--- src/rtl/pdith_pkg.sv ---
// Shared types, constants and a helper function for the palette dither unit.
`timescale 1ns / 1ps
package pdith_pkg;

	localparam int          RW_BITS       = 11;
	localparam int          PS_BITS       = 5;
	localparam logic [10:0] ROW_WIDTH_RST = 11'd640;
	localparam logic [4:0]  PAL_SIZE_RST  = 5'd16;
	localparam logic [18:0] DIST_INIT     = 19'd300000;

	localparam logic REG_ROW_WIDTH = 1'b0;
	localparam logic REG_PAL_SIZE  = 1'b1;

	typedef enum logic [1:0] {
		OP_LOAD  = 2'd0,
		OP_PIXEL = 2'd1,
		OP_FLUSH = 2'd2,
		OP_RSVD  = 2'd3
	} op_t;

	typedef enum logic [1:0] {
		RDP_NONE,
		RDP_A,
		RDP_B,
		RDP_F
	} rd_phase_t;

	typedef enum logic [1:0] {
		WRP_NONE,
		WRP_0,
		WRP_1,
		WRP_2
	} wr_phase_t;

	typedef enum logic [3:0] {
		S_IDLE,
		S_DEC,
		S_PAL,
		S_RD0,
		S_RD1,
		S_RD2,
		S_SRCH,
		S_W0,
		S_W1,
		S_W2,
		S_FRD,
		S_FCAP,
		S_EMA,
		S_EMB,
		S_COPY
	} state_t;

	typedef struct packed {
		logic      latch;
		logic      pal_we;
		rd_phase_t rd_phase;
		logic      cap_a;
		logic      cap_b;
		logic      cap_f;
		logic      srch_start;
		logic      srch_run;
		wr_phase_t wr_phase;
		logic      copy_start;
		logic      copy_run;
		logic      out_b;
	} cmd_t;

	typedef struct packed {
		op_t  op;
		logic first;
		logic act;
		logic quant;
		logic last;
		logic idx_ok;
		logic srch_done;
		logic copy_done;
	} status_t;

	function automatic logic [7:0] spread(input logic [7:0] v, input logic [2:0] k,
			input logic signed [8:0] e);
		logic signed [12:0] kx;
		logic signed [12:0] ex;
		logic signed [12:0] ke;
		logic signed [13:0] t;
		logic [7:0]         q;
		begin
			kx = 13'(k);
			ex = 13'(e);
			ke = kx * ex;
			t  = 14'(ke) + $signed({2'b00, v, 4'b0000});
			if (t[13]) begin
				q = 8'd0;
			end else if (t[12]) begin
				q = 8'hFF;
			end else begin
				q = t[11:4];
			end
			return q;
		end
	endfunction

endpackage

--- src/rtl/pdith_ctrl.sv ---
// Controller state machine sequencing loads, row reads, search, writes, emits and row copy.
`timescale 1ns / 1ps
module pdith_ctrl (
	input  logic               clk,
	input  logic               arst_n,
	input  logic               in_valid,
	output logic               in_ready,
	output logic               out_valid,
	input  logic               out_ready,
	input  pdith_pkg::status_t st,
	output pdith_pkg::cmd_t    cmd
);
	pdith_pkg::state_t state_q;
	pdith_pkg::state_t state_d;

	always_ff @(posedge clk or negedge arst_n) begin
		if (!arst_n) begin
			state_q <= pdith_pkg::S_IDLE;
		end else begin
			state_q <= state_d;
		end
	end

	always_comb begin
		state_d = state_q;
		case (state_q)
			pdith_pkg::S_IDLE: begin
				if (in_valid) state_d = pdith_pkg::S_DEC;
			end
			pdith_pkg::S_DEC: begin
				case (st.op)
					pdith_pkg::OP_LOAD:  state_d = st.idx_ok ? pdith_pkg::S_PAL : pdith_pkg::S_IDLE;
					pdith_pkg::OP_PIXEL: state_d = st.act ? pdith_pkg::S_RD0 : pdith_pkg::S_W2;
					pdith_pkg::OP_FLUSH: state_d = st.first ? pdith_pkg::S_IDLE : pdith_pkg::S_FRD;
					default:             state_d = pdith_pkg::S_IDLE;
				endcase
			end
			pdith_pkg::S_PAL:  state_d = pdith_pkg::S_IDLE;
			pdith_pkg::S_RD0:  state_d = pdith_pkg::S_RD1;
			pdith_pkg::S_RD1:  state_d = pdith_pkg::S_RD2;
			pdith_pkg::S_RD2:  state_d = st.quant ? pdith_pkg::S_SRCH : pdith_pkg::S_W2;
			pdith_pkg::S_SRCH: begin
				if (st.srch_done) state_d = pdith_pkg::S_W0;
			end
			pdith_pkg::S_W0:   state_d = pdith_pkg::S_W1;
			pdith_pkg::S_W1:   state_d = pdith_pkg::S_W2;
			pdith_pkg::S_W2: begin
				if (st.act) state_d = pdith_pkg::S_EMA;
				else if (st.last) state_d = pdith_pkg::S_COPY;
				else state_d = pdith_pkg::S_IDLE;
			end
			pdith_pkg::S_FRD:  state_d = pdith_pkg::S_FCAP;
			pdith_pkg::S_FCAP: state_d = pdith_pkg::S_EMA;
			pdith_pkg::S_EMA: begin
				if (out_ready) begin
					if (st.op == pdith_pkg::OP_PIXEL && st.last) state_d = pdith_pkg::S_EMB;
					else state_d = pdith_pkg::S_IDLE;
				end
			end
			pdith_pkg::S_EMB: begin
				if (out_ready) state_d = pdith_pkg::S_COPY;
			end
			pdith_pkg::S_COPY: begin
				if (st.copy_done) state_d = pdith_pkg::S_IDLE;
			end
			default: state_d = pdith_pkg::S_IDLE;
		endcase
	end

	always_comb begin
		cmd       = '0;
		in_ready  = 1'b0;
		out_valid = 1'b0;
		case (state_q)
			pdith_pkg::S_IDLE: begin
				in_ready  = 1'b1;
				cmd.latch = in_valid;
			end
			pdith_pkg::S_PAL:  cmd.pal_we = 1'b1;
			pdith_pkg::S_RD0:  cmd.rd_phase = pdith_pkg::RDP_A;
			pdith_pkg::S_RD1: begin
				cmd.rd_phase = pdith_pkg::RDP_B;
				cmd.cap_a    = 1'b1;
			end
			pdith_pkg::S_RD2: begin
				cmd.cap_b      = 1'b1;
				cmd.srch_start = 1'b1;
			end
			pdith_pkg::S_SRCH: cmd.srch_run = 1'b1;
			pdith_pkg::S_W0:   cmd.wr_phase = pdith_pkg::WRP_0;
			pdith_pkg::S_W1:   cmd.wr_phase = pdith_pkg::WRP_1;
			pdith_pkg::S_W2: begin
				cmd.wr_phase   = pdith_pkg::WRP_2;
				cmd.copy_start = 1'b1;
			end
			pdith_pkg::S_FRD:  cmd.rd_phase = pdith_pkg::RDP_F;
			pdith_pkg::S_FCAP: cmd.cap_f = 1'b1;
			pdith_pkg::S_EMA:  out_valid = 1'b1;
			pdith_pkg::S_EMB: begin
				out_valid      = 1'b1;
				cmd.out_b      = 1'b1;
				cmd.copy_start = 1'b1;
			end
			pdith_pkg::S_COPY: cmd.copy_run = 1'b1;
			default: begin
				in_ready = 1'b0;
			end
		endcase
	end
endmodule

--- config.mk ---
export PLATFORM = sky130hd
export DESIGN_NAME = pdith_ctrl
export DESIGN_NICKNAME = d
export VERILOG_FILES = /design/src/rtl/pdith_pkg.sv /design/src/rtl/pdith_ctrl.sv
export SDC_FILE = /design/constraint.sdc
export NUM_CORES = 1
export LEC_CHECK = 0
export ABC_CLOCK_PERIOD_IN_PS = 3600
export BUFFER_PORTS_ARGS = -buffer_cell sky130_fd_sc_hd__buf_4
export CAP_MARGIN = 30
export CORE_AREA = 8 8 45 47
export DETAILED_ROUTE_END_ITERATION = 10
export DIE_AREA = 0 0 53 55
export PLACE_DENSITY = 0.76
export SKIP_LAST_GASP = 1
export SYNTH_ARGS = -nofsm -noshare
export SYNTH_HDL_FRONTEND = slang
export SYNTH_SLANG_ARGS = --single-unit
--- constraint.sdc ---
create_clock -name clk -period 3.6 [get_ports clk]
set_input_delay 0.54 -clock clk [delete_from_list [all_inputs] [get_ports clk]]
set_output_delay 0.54 -clock clk [all_outputs]
set_load 0.05 [all_outputs]
-- After elaboration in Yosys (flattened, before gate mapping)
Index checks and enable logic that the tools add are counted.
- eq/ne operators: 21
- reduce and logical (&&, ||, !) cells: 6
- muxes and demuxes: 27
- operator list (cell ; number):
    $pmux W4 S14 ; 1
    $mux W4 ; 11
    $eq A4 B4 Y1 const B ; 7
    $eq A4 B3 Y1 const B ; 4
    $pmux W2 S3 ; 2
    $pmux W4 S3 ; 1
    $mux W1 ; 11
    $ne A2 B2 Y1 const B ; 5
    $eq A4 B2 Y1 const B ; 2
    $reduce_and A5 Y1 ; 1
    $eq A4 B1 Y1 const B ; 1
    $logic_not A4 Y1 ; 1
    $reduce_or A2 Y1 ; 2
    $eq A2 B1 Y1 const B ; 1
    $eq A2 B2 Y1 const B ; 1
    $logic_not A2 Y1 ; 1
    $mux W2 ; 1
    $logic_and A1 B1 Y1 ; 1
- output and inout bits: 16
- word-level logic and storage cells: 55
- input port bits: 13
- bits in registers: 4

-- Depth between registers and ports, before layout
Gate-level depths: netlist of the first run.
- word-level depth: 5
- depth in mapped cells: 6
- gate-level depth less buffers: 5

-- Least setup slack after synthesis of the first run
OpenSTA, ideal clock, no wires.
- path kind: register -> output
- from: reg state_q[3]
- to: out cmd[13] in the netlist's numbering
- path slack: 0.653 ns
- data arrival time: 2.407 ns
- required time: 3.060 ns
- cell stages (with the launch flop): 5
- cells stage by stage: dfrtp_1 -> buf_6 -> or2_1 -> nor3_1 -> and2_1
- RTL lines (what ; RTL line ; source):
    from (decl) ; pdith_ctrl.sv:13 ; pdith_pkg::state_t state_q;
    from (signal assigned) ; pdith_ctrl.sv:18 ; state_q <= pdith_pkg::S_IDLE;
    from (signal assigned) ; pdith_ctrl.sv:20 ; state_q <= state_d;
    to (decl) ; pdith_ctrl.sv:11 ; output pdith_pkg::cmd_t cmd

==> results by group, run 1 <==
Floorplan
  – Die Span X: 53 microns
  – Die Area: 2920 sq um
  – I/O pin count: 29
  – Initial Utilization: 0.411
  – Die height: between 50 and 60 microns
  – Core area: 1380 sq um
  – Row count: 14

Power
  – Static Leak: about 0.36 nW
  – Sw Ratio: 0.600
  – Sw Pwr: roughly 430 uW
  – Combinational share of power: 0.718
  – PD cells: 923 nW/um^2
  – Int Power: 283 uW
  – Part of the power in registers: 0.204
  – Maximum VDD drop: 0.000464 V
  – Clock share of power: 0.078

Critical path
  – Setup CP Type: flip-flop to primary output
  – Startpoint types: flip-flop
  – Critical path required time: approximately 3.1 ns
  – CP Capture Type: primary output
  – R2R Setup Slk: approximately 1.9 ns
  – FF-to-FF Start: state_q[1]
  – CP Max Fanout: 18
  – Reg2Reg Capture Point: state_q[3]
  – Reg2Reg Depth: 4
  – Arrival @ worst endpoint: between 1.5 and 2 ns

Global route
  – Vias in the first global route: 634
  – Initial antenna violation count: 0
  – GRT Total Usage: 0.115
  – Overflow after GRT: 0
  – First-pass GRT wire length: around 2700 microns
  – Largest net degree at the start of global routing: 22

Synth
  – Flops & latches, synth: 4
  – Ys flop type: dfrtp_1
  – Gate Count Post-Synth: 80
  – Post-Synth Simple-Gate Area: 0.330
  – Synth area leaders: dfrtp_1 18%, nor2_1 9.2%, a21oi_1 7.0%
  – Post-synth EDFFs: 0
  – Synth top area share: 0.176
  – Post-Synth XOR/XNOR Area: 0.0154
  – Register area share after synthesis: 0.176
  – Syn nets: 93
  – Synth warn: 0
  – Post-synthesis mux area share: 0.0725
  – Post-Synthesis Cell Area: approximately 570 sq um
  – Post-Synth Adder-Cell Area: 0
  – Post-synthesis cell type count: 38
  – Compound-gate portion of the synthesized area: 0.299
  – Avg Inst Size Synth: between 7 and 8 sq um
  – Main combinational cell family by area after synthesis: simple AND/OR/NAND/NOR gates
  – Leading area contributor after synthesis: dfrtp_1
  – FFs w/ async S/R, synth: 1.00

STA
  – RSZ-0062 raised after global routing: false
  – Max Slew Vio Count: 0
  – Maximum clock rate: around 440 MHz
  – Final count of negative-setup-slack endpoints: 0
  – Tmin final: about 2.3 ns
  – Fin Setup TNS: 0 ns
  – Final Skew: around 0.0022 ns
  – Final worst-path cycle share: 0.630
  – Max-slew headroom: 0.593
  – Fin. Hold Viols: 0
  – Slew @ Worst Pin: ~0.61 ns

Drt
  – Met3 routed WL: roughly 160 microns
  – Metal-1 WL: around 650 microns
  – Via density: about 5.7
  – DRT iter0 DRCs: 13
  – Max layer used: met3
  – Routed WL per cell: around 14 microns
  – Final WL: ~1600 microns
  – DRC: 0
  – Total number of vias: about 680
  – First-pass iteration count of the detailed router: 4
  – Antenna Nets Post-Route: 0
  – Met2 wire length: ~840 microns

CTS
  – TritonCTS clock tree: yes
  – Max Root-Sink Buffers: 2
  – Htree depth: 1
  – # Post-CTS Setup Buffers: 0
  – Hold Buf Count CTS: 0
  – CTS sink cnt: 4
  – Clock-pin slew on the worst setup and hold paths: 0.04 ns
  – CTS resizes: 0
  – Clock root buffer: clkbuf_4
  – Clk_lat worst skew: ~0.23 ns
  – Total CTS buffers: 3

Final layout
  – Top flop regs: state_q x4
  – Layout Nets: between 100 and 150
  – Multi-input gate area: approximately 410 sq um
  – Share of layout cells above drive strength 1: 0.330
  – Finished Cell Area: ~770 sq um
  – Max reg flops: 4
  – Number of diodes: 0
  – Most flop-heavy register: state_q
  – Storage cell area: 100 sq um
  – Fillcell total: 155
  – Area delta synth->final: 34.9%
  – Non-Filler Instances: 119

Placement
  – Hpwl dp: 1300 microns
  – Placed insts: about 120
  – PortBufs: 28
  – Area post-placement: around 750 sq um
  – RD Place Congestion: slightly below 0.9

Outcome
  – Status: finished, final reports clean

Hold path
  – Hold Path Class: primary input to async pin

Job
  – Maxcap violations: 0
[through the flow]
step / total power [mW] / hold WS [ns] / setup slack [ns] / utilization
floorplan: 0.554 / 0.244 / 0.653 / -
global placement: 0.652 / 0.336 / 1.63 / 0.539
detailed placement: 0.659 / 0.337 / 1.55 / 0.539
CTS: 0.715 / 0.0909 / 1.32 / 0.555
global route: 0.761 / 0.0832 / 1.23 / 0.555
finish: 0.709 / 0.0953 / 1.33 / 0.555
[worst max-delay path, cell delays in order (launching register included)]
cell	delay (ns)
dfrtp_1	0.66
nand2_1	0.23
mux2_2	0.31
nor2_1	0.08
buf_4	0.21
[cells in the mapped netlist, types with 2 or more instances]
master    instances
o21ai_0           2
inv_1             2
nand2_1           5
a21oi_1           8
buf_6             2
nor2_1           14
buf_2             4
nor3_1            2
o21ai_1           2
mux2i_1           3
a31oi_1           2
nand2b_1          4
a311oi_1          2
dfrtp_1           4
[worst max path at each step]
stage / depth (start not counted) / endpoint / start / slack [ns]
after floorplan: 4 / cmd[13] / state_q[3] / 0.65
after global placement: 4 / cmd[11] / state_q[2] / 1.63
after detailed placement: 4 / cmd[11] / state_q[2] / 1.55
after CTS: 4 / cmd[11] / state_q[2] / 1.32
after global routing: 4 / cmd[11] / state_q[2] / 1.23
final: 4 / cmd[11] / state_q[2] / 1.33
[cell type report]
type                       instances  area share
sequential                         4       0.130
clock buffer                       3      0.0293
timing repair buffer              28       0.274
multi-input combinational         66       0.531
tap                               16      0.0261
inverter                           2     0.00977
[metal layers]
metal / up-vias / track usage
li1: 339 / -
met1: 314 / 0.128
met2: 25 / 0.215
met3: 0 / 0.0348
met4: 0 / 0.0129
met5: - / 0
[power by group through the flow]
stage	Clock, mW	Combinational (mW)	Sequential, mW
2_1_floorplan	0	0.482	0.0723
3_3_place_gp	0	0.510	0.141
3_5_place_dp	0	0.514	0.145
4_1_cts	0.0561	0.515	0.144
5_1_grt	0.0603	0.546	0.155
6_report	0.0552	0.509	0.145
[cell families (layout without fill, tap and decap cells)]
logic type / after synthesis / in the layout
flops: 4 / 4
xor+xnor: 1 / 1
mux: 4 / 4
buf+inv: 10 / 33
compound gates: 25 / 25
simple gates: 36 / 36
[cell usage in the layout, fill, tap and decap left out]
cell | Yosys | final
a2111oi_2 | 1 | 1
a21oi_1 | 8 | 8
a22o_1 | 1 | 1
a22oi_1 | 1 | 1
a311oi_1 | 2 | 2
a31oi_1 | 2 | 2
and2_1 | 1 | 1
and2b_1 | 1 | 1
and3_1 | 1 | 1
buf_4 | 1 | 28
clkbuf_4 | 0 | 3
dfrtp_1 | 4 | 4
inv_1 | 2 | 2
mux2_2 | 1 | 1
mux2i_1 | 3 | 3
nand2_1 | 5 | 5
nand2b_1 | 4 | 4
nand3_2 | 1 | 1
nand4b_1 | 1 | 1
nor2_1 | 14 | 14
nor3_1 | 2 | 2
nor3b_1 | 1 | 1
nor4_1 | 1 | 1
o211ai_1 | 1 | 1
o21a_1 | 1 | 1
o21ai_0 | 2 | 2
o21ai_1 | 2 | 2
o22a_1 | 1 | 1
o22ai_1 | 1 | 1
o311ai_0 | 1 | 1
o32a_1 | 1 | 1
or2_1 | 1 | 1
or2b_1 | 1 | 1
or3_1 | 1 | 1
or3b_1 | 1 | 1
xnor2_1 | 1 | 1
Power figures use the tool's default switching activity.
==> inputs of run 2 (changes only) <==
--- a/config.mk
+++ b/config.mk
@@ -5,12 +5,12 @@
 export SDC_FILE = /design/constraint.sdc
 export NUM_CORES = 1
 export LEC_CHECK = 0
-export ABC_CLOCK_PERIOD_IN_PS = 3600
+export ABC_CLOCK_PERIOD_IN_PS = 2300
 export BUFFER_PORTS_ARGS = -buffer_cell sky130_fd_sc_hd__buf_4
 export CAP_MARGIN = 30
-export CORE_AREA = 8 8 45 47
+export CORE_MARGIN = 8
+export CORE_UTILIZATION = 43
 export DETAILED_ROUTE_END_ITERATION = 10
-export DIE_AREA = 0 0 53 55
 export PLACE_DENSITY = 0.76
 export SKIP_LAST_GASP = 1
 export SYNTH_ARGS = -nofsm -noshare
==> constraint.sdc (replaced) <==
create_clock -name clk -period 2.3 [get_ports clk]
set_input_delay 0.345 -clock clk [delete_from_list [all_inputs] [get_ports clk]]
set_output_delay 0.345 -clock clk [all_outputs]
set_load 0.05 [all_outputs]
==> run 2 against run 1 <==
  * Sequential power increased by 58%
  * Cell count unchanged
  * Register-to-register slack got worse by 1.3 ns
  * Non-clock buffer count increased by 1
  * Critical path type unchanged
  * Largest power group unchanged
==> results by group, run 2 (synthesis gave the netlist of run 1 again) <==
CTS
  – Htree depth: 1 (unchanged)
  – CTS resizes: 0 (unchanged)
  – Clock-pin slew on the worst setup and hold paths: 0.04 ns (about the same)
  – CTS sink cnt: 4 (unchanged)
  – Clk_lat worst skew: 0.24 ns (about the same)
  – TritonCTS clock tree: yes
  – Total CTS buffers: 3 (unchanged)
  – Max Root-Sink Buffers: 2 (unchanged)
  – Clock root buffer: clkbuf_4

Placement
  – Hpwl dp: 1260 microns (-3.0%)
  – PortBufs: 28 (unchanged)
  – RD Place Congestion: 0.854 (-3.3%)

Drt
  – Via density: 5.63 (-1.2%)
  – First-pass iteration count of the detailed router: 4 (unchanged)
  – DRT iter0 DRCs: 20 (+7)
  – DRC: 0 (unchanged)
  – Total number of vias: 670 (-1.2%)
  – Routed WL per cell: 13.7 microns (-0.73%)
  – Final WL: 1640 microns (-0.73%)
  – Antenna Nets Post-Route: 0 (unchanged)

Critical path
  – CP delay by family, top: flip-flops
  – CP startpoint: state_q[2]
  – Startpoint types: flip-flop
  – Crit path capture: cmd[11]
  – Reg2Reg Capture Point: state_q[3]
  – CP Max Fanout: 18 (unchanged)
  – Arrival @ worst endpoint: 1.72 ns (about the same)
  – CP Buf/Inv Count: 1 (unchanged)
  – Setup CP Type: flip-flop to primary output
  – Reg2Reg Depth: 4 (unchanged)
  – CP Capture Type: primary output
  – Crit-path slowest cell: dfrtp_1
  – CP Depth: 4 (unchanged)
  – R2R Setup Slk: 0.54 ns (-1.35 ns)
  – Crit path cell chain: nand2_1, mux2_2, nor2_1, buf_4
  – Critical path required time: 1.96 ns (-1.10 ns)
  – FF-to-FF Start: state_q[1]
  – CP max stage delay: 0.67 ns (about the same)

Final layout
  – Area delta synth->final: 37.4%
  – Most frequent cells in the layout: 28 x buf_4, 14 x nor2_1, 8 x a21oi_1
  – Max reg flops: 4 (unchanged)
  – Layout Nets: 119 (+0.85%)
  – Top flop regs: state_q x4
  – Most flop-heavy register: state_q
  – Most common cell after layout, fill and taps aside: buf_4
  – Fillcell total: 131 (-15%)
  – Number of diodes: 0 (unchanged)
  – Share of layout cells above drive strength 1: 0.337 (+0.00644)

Floorplan
  – Die height: 52.4 microns (-4.8%)
  – Core area: 1270 sq um (-8.3%)
  – Die Area: 2740 sq um (-5.9%)
  – Die Span X: 52.4 microns (-1.2%)
  – I/O pin count: 29 (unchanged)
  – Row count: 13 (-1)
  – Initial Utilization: 0.449 (+0.0373)

Global route
  – GRT Total Usage: 0.120 (+0.00551)
  – Largest net degree at the start of global routing: 22 (unchanged)
  – Initial antenna violation count: 0 (unchanged)
  – Overflow after GRT: 0 (unchanged)
  – Vias in the first global route: 599 (-5.5%)
  – First-pass GRT wire length: 2680 microns (-0.26%)

STA
  – Maximum clock rate: around 480 MHz
  – Tmin final: approximately 2.1 ns
  – RSZ-0062 raised after global routing: false
  – Final count of negative-setup-slack endpoints: 0 (unchanged)
  – Final worst-path cycle share: 0.899
  – Fin. Hold Viols: 0 (unchanged)
  – Max Slew Vio Count: 0 (unchanged)
  – Final Skew: 0.00254 ns (+0.000349 ns)
  – Max-slew headroom: 0.598 (+0.00458)
  – Slew @ Worst Pin: 0.603 ns (-0.00686 ns)
  – Hold slack: 0.391 ns (+0.296 ns)

Outcome
  – Status: finished, final reports clean

Power
  – Maximum VDD drop: 0.000812 V (+75%)
  – Design Power: 1.13 mW (+59%)
  – Static Leak: 0.367 nW (+1.6%)
  – PD cells: 1440 nW/um^2 (+56%)

Job
  – Maxcap violations: 0 (unchanged)

Hold path
  – Hold Path Class: primary input to flip-flop
==> run 2: worst min path at each step <==
stage                    from          to  depth (start not counted)  slack [ns]
finish              out_ready  state_q[2]                          2        0.39
global route        out_ready  state_q[2]                          2        0.41
CTS                 out_ready  state_q[2]                          2        0.39
detailed placement     arst_n  state_q[3]                          1        0.14
global placement       arst_n  state_q[3]                          1        0.14
floorplan              arst_n  state_q[0]                          0        0.05
==> run 2: final cells by class <==
| class | instances | area (sq um) | area share |
|---|---|---|---|
| Clock buffer | 3 | 22.5 | 0.0288 |
| Inverter | 2 | 7.51 | 0.00960 |
| Multi-Input combinational cell | 66 | 413 | 0.528 |
| Sequential cell | 4 | 100 | 0.128 |
| Tap cell | 15 | 18.8 | 0.0240 |
| Timing Repair Buffer | 29 | 220 | 0.282 |
==> run 2: repair_timing <==
item / 4_1_cts / 5_1_grt
hold buffers: 1 / 0
endpoints found under the hold margin: 4 / 0
buffers inserted: 0 / 0
==> run 2: per-stage QoR <==
stage | setup TNS, ns | area (sq um) | worst slack [ns] | utilization | std cells
finish | 0 | 782 | 0.232 | 0.616 | 119
global route | 0 | 782 | 0.0863 | 0.616 | 119
CTS | 0 | 782 | 0.253 | 0.616 | 119
detailed placement | 0 | 749 | 0.506 | 0.591 | 115
global placement | 0 | 749 | 0.551 | 0.591 | 115
floorplan | -0.00425 | 574 | -0.00425 | - | 80
==> run 2: layer usage <==
metal	GRT usage	wire [microns]
met1	0.158	728
met2	0.184	739
met3	0.0426	155
met4	0.0259	13
met5	0	0
==> run 2: worst register-to-register path, delay by kind of cell, from the launching register on <==
kind / cells / cell delay, ns
AO/OA/AOI/OAI: 3 / 0.62
flip-flops: 1 / 0.59
AND/OR/NAND/NOR: 1 / 0.43
==> run 2: report_power, final <==
part	switching [mW]	total, mW	internal [mW]
clock	0.0301	0.0886	0.0585
sequential	0.128	0.229	0.101
combinational	0.522	0.810	0.287
==> inputs of run 3 (changes only) <==
--- a/config.mk
+++ b/config.mk
@@ -6,7 +6,7 @@
 export NUM_CORES = 1
 export LEC_CHECK = 0
 export ABC_CLOCK_PERIOD_IN_PS = 2300
-export BUFFER_PORTS_ARGS = -buffer_cell sky130_fd_sc_hd__buf_4
+export BUFFER_PORTS_ARGS = -buffer_cell sky130_fd_sc_hd__buf_2
 export CAP_MARGIN = 30
 export CORE_MARGIN = 8
 export CORE_UTILIZATION = 43
==> run 3 against run 2 <==
  * Combinational power decreased by 7.5%
  * Total power is 5.5% lower
  * Cell count is the same
  * Hold slack gained 0.030 ns
  * First-iteration DRC count is 20% higher
  * Core utilization fell by 5.5 points
  * Critical endpoint unchanged
  * Largest power group unchanged
==> results by group, run 3 (synthesis gave the netlist of run 1 again) <==
Job
  – Maxcap violations: 0 (unchanged)

Placement
  – PortBufs: 28 (unchanged)
  – RD Place Congestion: 0.880 (+3.0%)
  – Hpwl dp: 1250 microns (-1.2%)
  – Dpl ws: 0.420 ns (-0.0861 ns)

Power
  – Design Power: 1.06 mW (-5.5%)
  – Maximum VDD drop: 0.000720 V (-11%)
  – Part of the power in registers: 0.214 (+0.011)
  – Combinational share of power: 0.704 (-0.014)
  – PD cells: 1500 nW/um^2 (+3.7%)
  – Sw Pwr: 668 uW (-1.7%)
  – Int Power: 396 uW (-11%)
  – Clock share of power: 0.083 (+0.004)
  – Sw Ratio: 0.628 (+0.0245)
  – Static Leak: 0.356 nW (-3.0%)

Critical path
  – Startpoint types: flip-flop
  – CP Capture Type: primary output
  – Setup CP Type: flip-flop to primary output
  – Critical path required time: 1.96 ns (about the same)
  – Arrival @ worst endpoint: 1.79 ns (+0.07 ns)
  – CP Max Fanout: 18 (unchanged)

Final layout
  – Max reg flops: 4 (unchanged)
  – Core Util, Final: 0.561 (-0.0552)
  – Fillcell total: 129 (-1.5%)
  – Most flop-heavy register: state_q
  – Most common cell after layout, fill and taps aside: buf_2
  – Area delta synth->final: 25.1%
  – Number of diodes: 0 (unchanged)
  – Most frequent cells in the layout: 28 x buf_2, 14 x nor2_1, 8 x a21oi_1
  – Top flop regs: state_q x4
  – Layout Nets: 119 (unchanged)
  – Share of layout cells above drive strength 1: 0.337 (unchanged)

Global route
  – Largest net degree at the start of global routing: 22 (unchanged)
  – GRT Total Usage: 0.117 (-0.00348)
  – First-pass GRT wire length: 2530 microns (-5.7%)
  – Initial antenna violation count: 0 (unchanged)
  – Vias in the first global route: 594 (-0.83%)
  – Overflow after GRT: 0 (unchanged)

Drt
  – Via density: 5.66 (+0.60%)
  – DRC: 0 (unchanged)
  – Total number of vias: 674 (+0.60%)
  – DRT iter0 DRCs: 24 (+20%)
  – Routed WL per cell: 13.5 microns (-1.9%)
  – Antenna Nets Post-Route: 0 (unchanged)
  – First-pass iteration count of the detailed router: 4 (unchanged)
  – Final WL: 1610 microns (-1.9%)

Floorplan
  – Die Area: 2740 sq um (unchanged)
  – Die Span X: 52.4 microns (unchanged)
  – Die height: 52.4 microns (unchanged)
  – Core area: 1270 sq um (unchanged)
  – I/O pin count: 29 (unchanged)
  – Initial Utilization: 0.449 (unchanged)
  – Row count: 13 (unchanged)

CTS
  – TritonCTS clock tree: yes
  – Max Root-Sink Buffers: 2 (unchanged)
  – Total CTS buffers: 3 (unchanged)
  – Clock-pin slew on the worst setup and hold paths: 0.04 ns (about the same)
  – CTS resizes: 0 (unchanged)
  – Hold Buf Count CTS: 1 (unchanged)
  – # Post-CTS Setup Buffers: 0 (unchanged)
  – Clk_lat worst skew: 0.24 ns (about the same)
  – Clock root buffer: clkbuf_4
  – Htree depth: 1 (unchanged)
  – CTS sink cnt: 4 (unchanged)

STA
  – Final worst setup slack: 0.169 ns (-0.0627 ns)
  – Tmin final: 2.13 ns (+0.0627 ns)
  – Slew @ Worst Pin: 0.609 ns (+0.00536 ns)
  – Final count of negative-setup-slack endpoints: 0 (unchanged)
  – Fin. Hold Viols: 0 (unchanged)
  – RSZ-0062 raised after global routing: false
  – Max-slew headroom: 0.594 (-0.00357)
  – Final Skew: 0.00654 ns (+0.00400 ns)
  – Maximum clock rate: 469 MHz (-2.9%)
  – Final worst-path cycle share: 0.927 (+0.0273)
  – Max Slew Vio Count: 0 (unchanged)

Outcome
  – Status: finished, final reports clean

Hold path
  – Hold Path Class: primary input to flip-flop
## run 3: path summary, 6_finish.rpt
check                      startpoint         end  slack, ns  cells after the start
max in group asynchronous      arst_n  state_q[3]       1.74                      2
min reg2reg                state_q[3]  state_q[1]       0.72                      2
max reg2reg                state_q[1]  state_q[3]       0.60                      4
min in group asynchronous      arst_n  state_q[2]       0.44                      2
max                        state_q[2]     cmd[11]       0.17                      4
min                         out_ready  state_q[2]       0.42                      2
## run 3: worst max-delay path, stage by stage, from the launching register on
cell and delay [ns]:
dfrtp_1 0.67, nand2_1 0.21, mux2_2 0.30, nor2_1 0.09, buf_2 0.27
## run 3: power groups by stage
stage | combinational, mW | sequential, mW | clock [mW]
after CTS | 0.755 | 0.225 | 0.0887
final | 0.749 | 0.227 | 0.0878
after detailed placement | 0.752 | 0.226 | 0
after global routing | 0.800 | 0.241 | 0.101
after floorplan | 0.761 | 0.113 | 0
after global placement | 0.742 | 0.224 | 0
## run 3: final cells by class
cell class | count | area, sq um | area share
tap | 15 | 18.8 | 0.0264
timing repair buffer | 29 | 150 | 0.211
inverter | 2 | 7.51 | 0.0105
clock buffer | 3 | 22.5 | 0.0316
multi-input combinational | 66 | 413 | 0.580
sequential | 4 | 100 | 0.141
## run 3: per-stage QoR
stage          setup TNS, ns  hold WS (ns)  cells  cell area, sq um
3_5_place_dp               0         0.151    115               679
6_report                   0         0.422    119               712
2_1_floorplan       -0.00425        0.0494     80               574
5_1_grt                    0         0.436    119               712
3_3_place_gp               0         0.150    115               679
4_1_cts                    0         0.426    119               712
## run 3: layer usage
layer / up-vias / track usage / share of wire
met5: - / 0 / 0
met4: 0 / 0.0603 / 0.0056
met3: 2 / 0.0369 / 0.080
met2: 36 / 0.170 / 0.48
met1: 297 / 0.149 / 0.43
li1: 339 / - / -
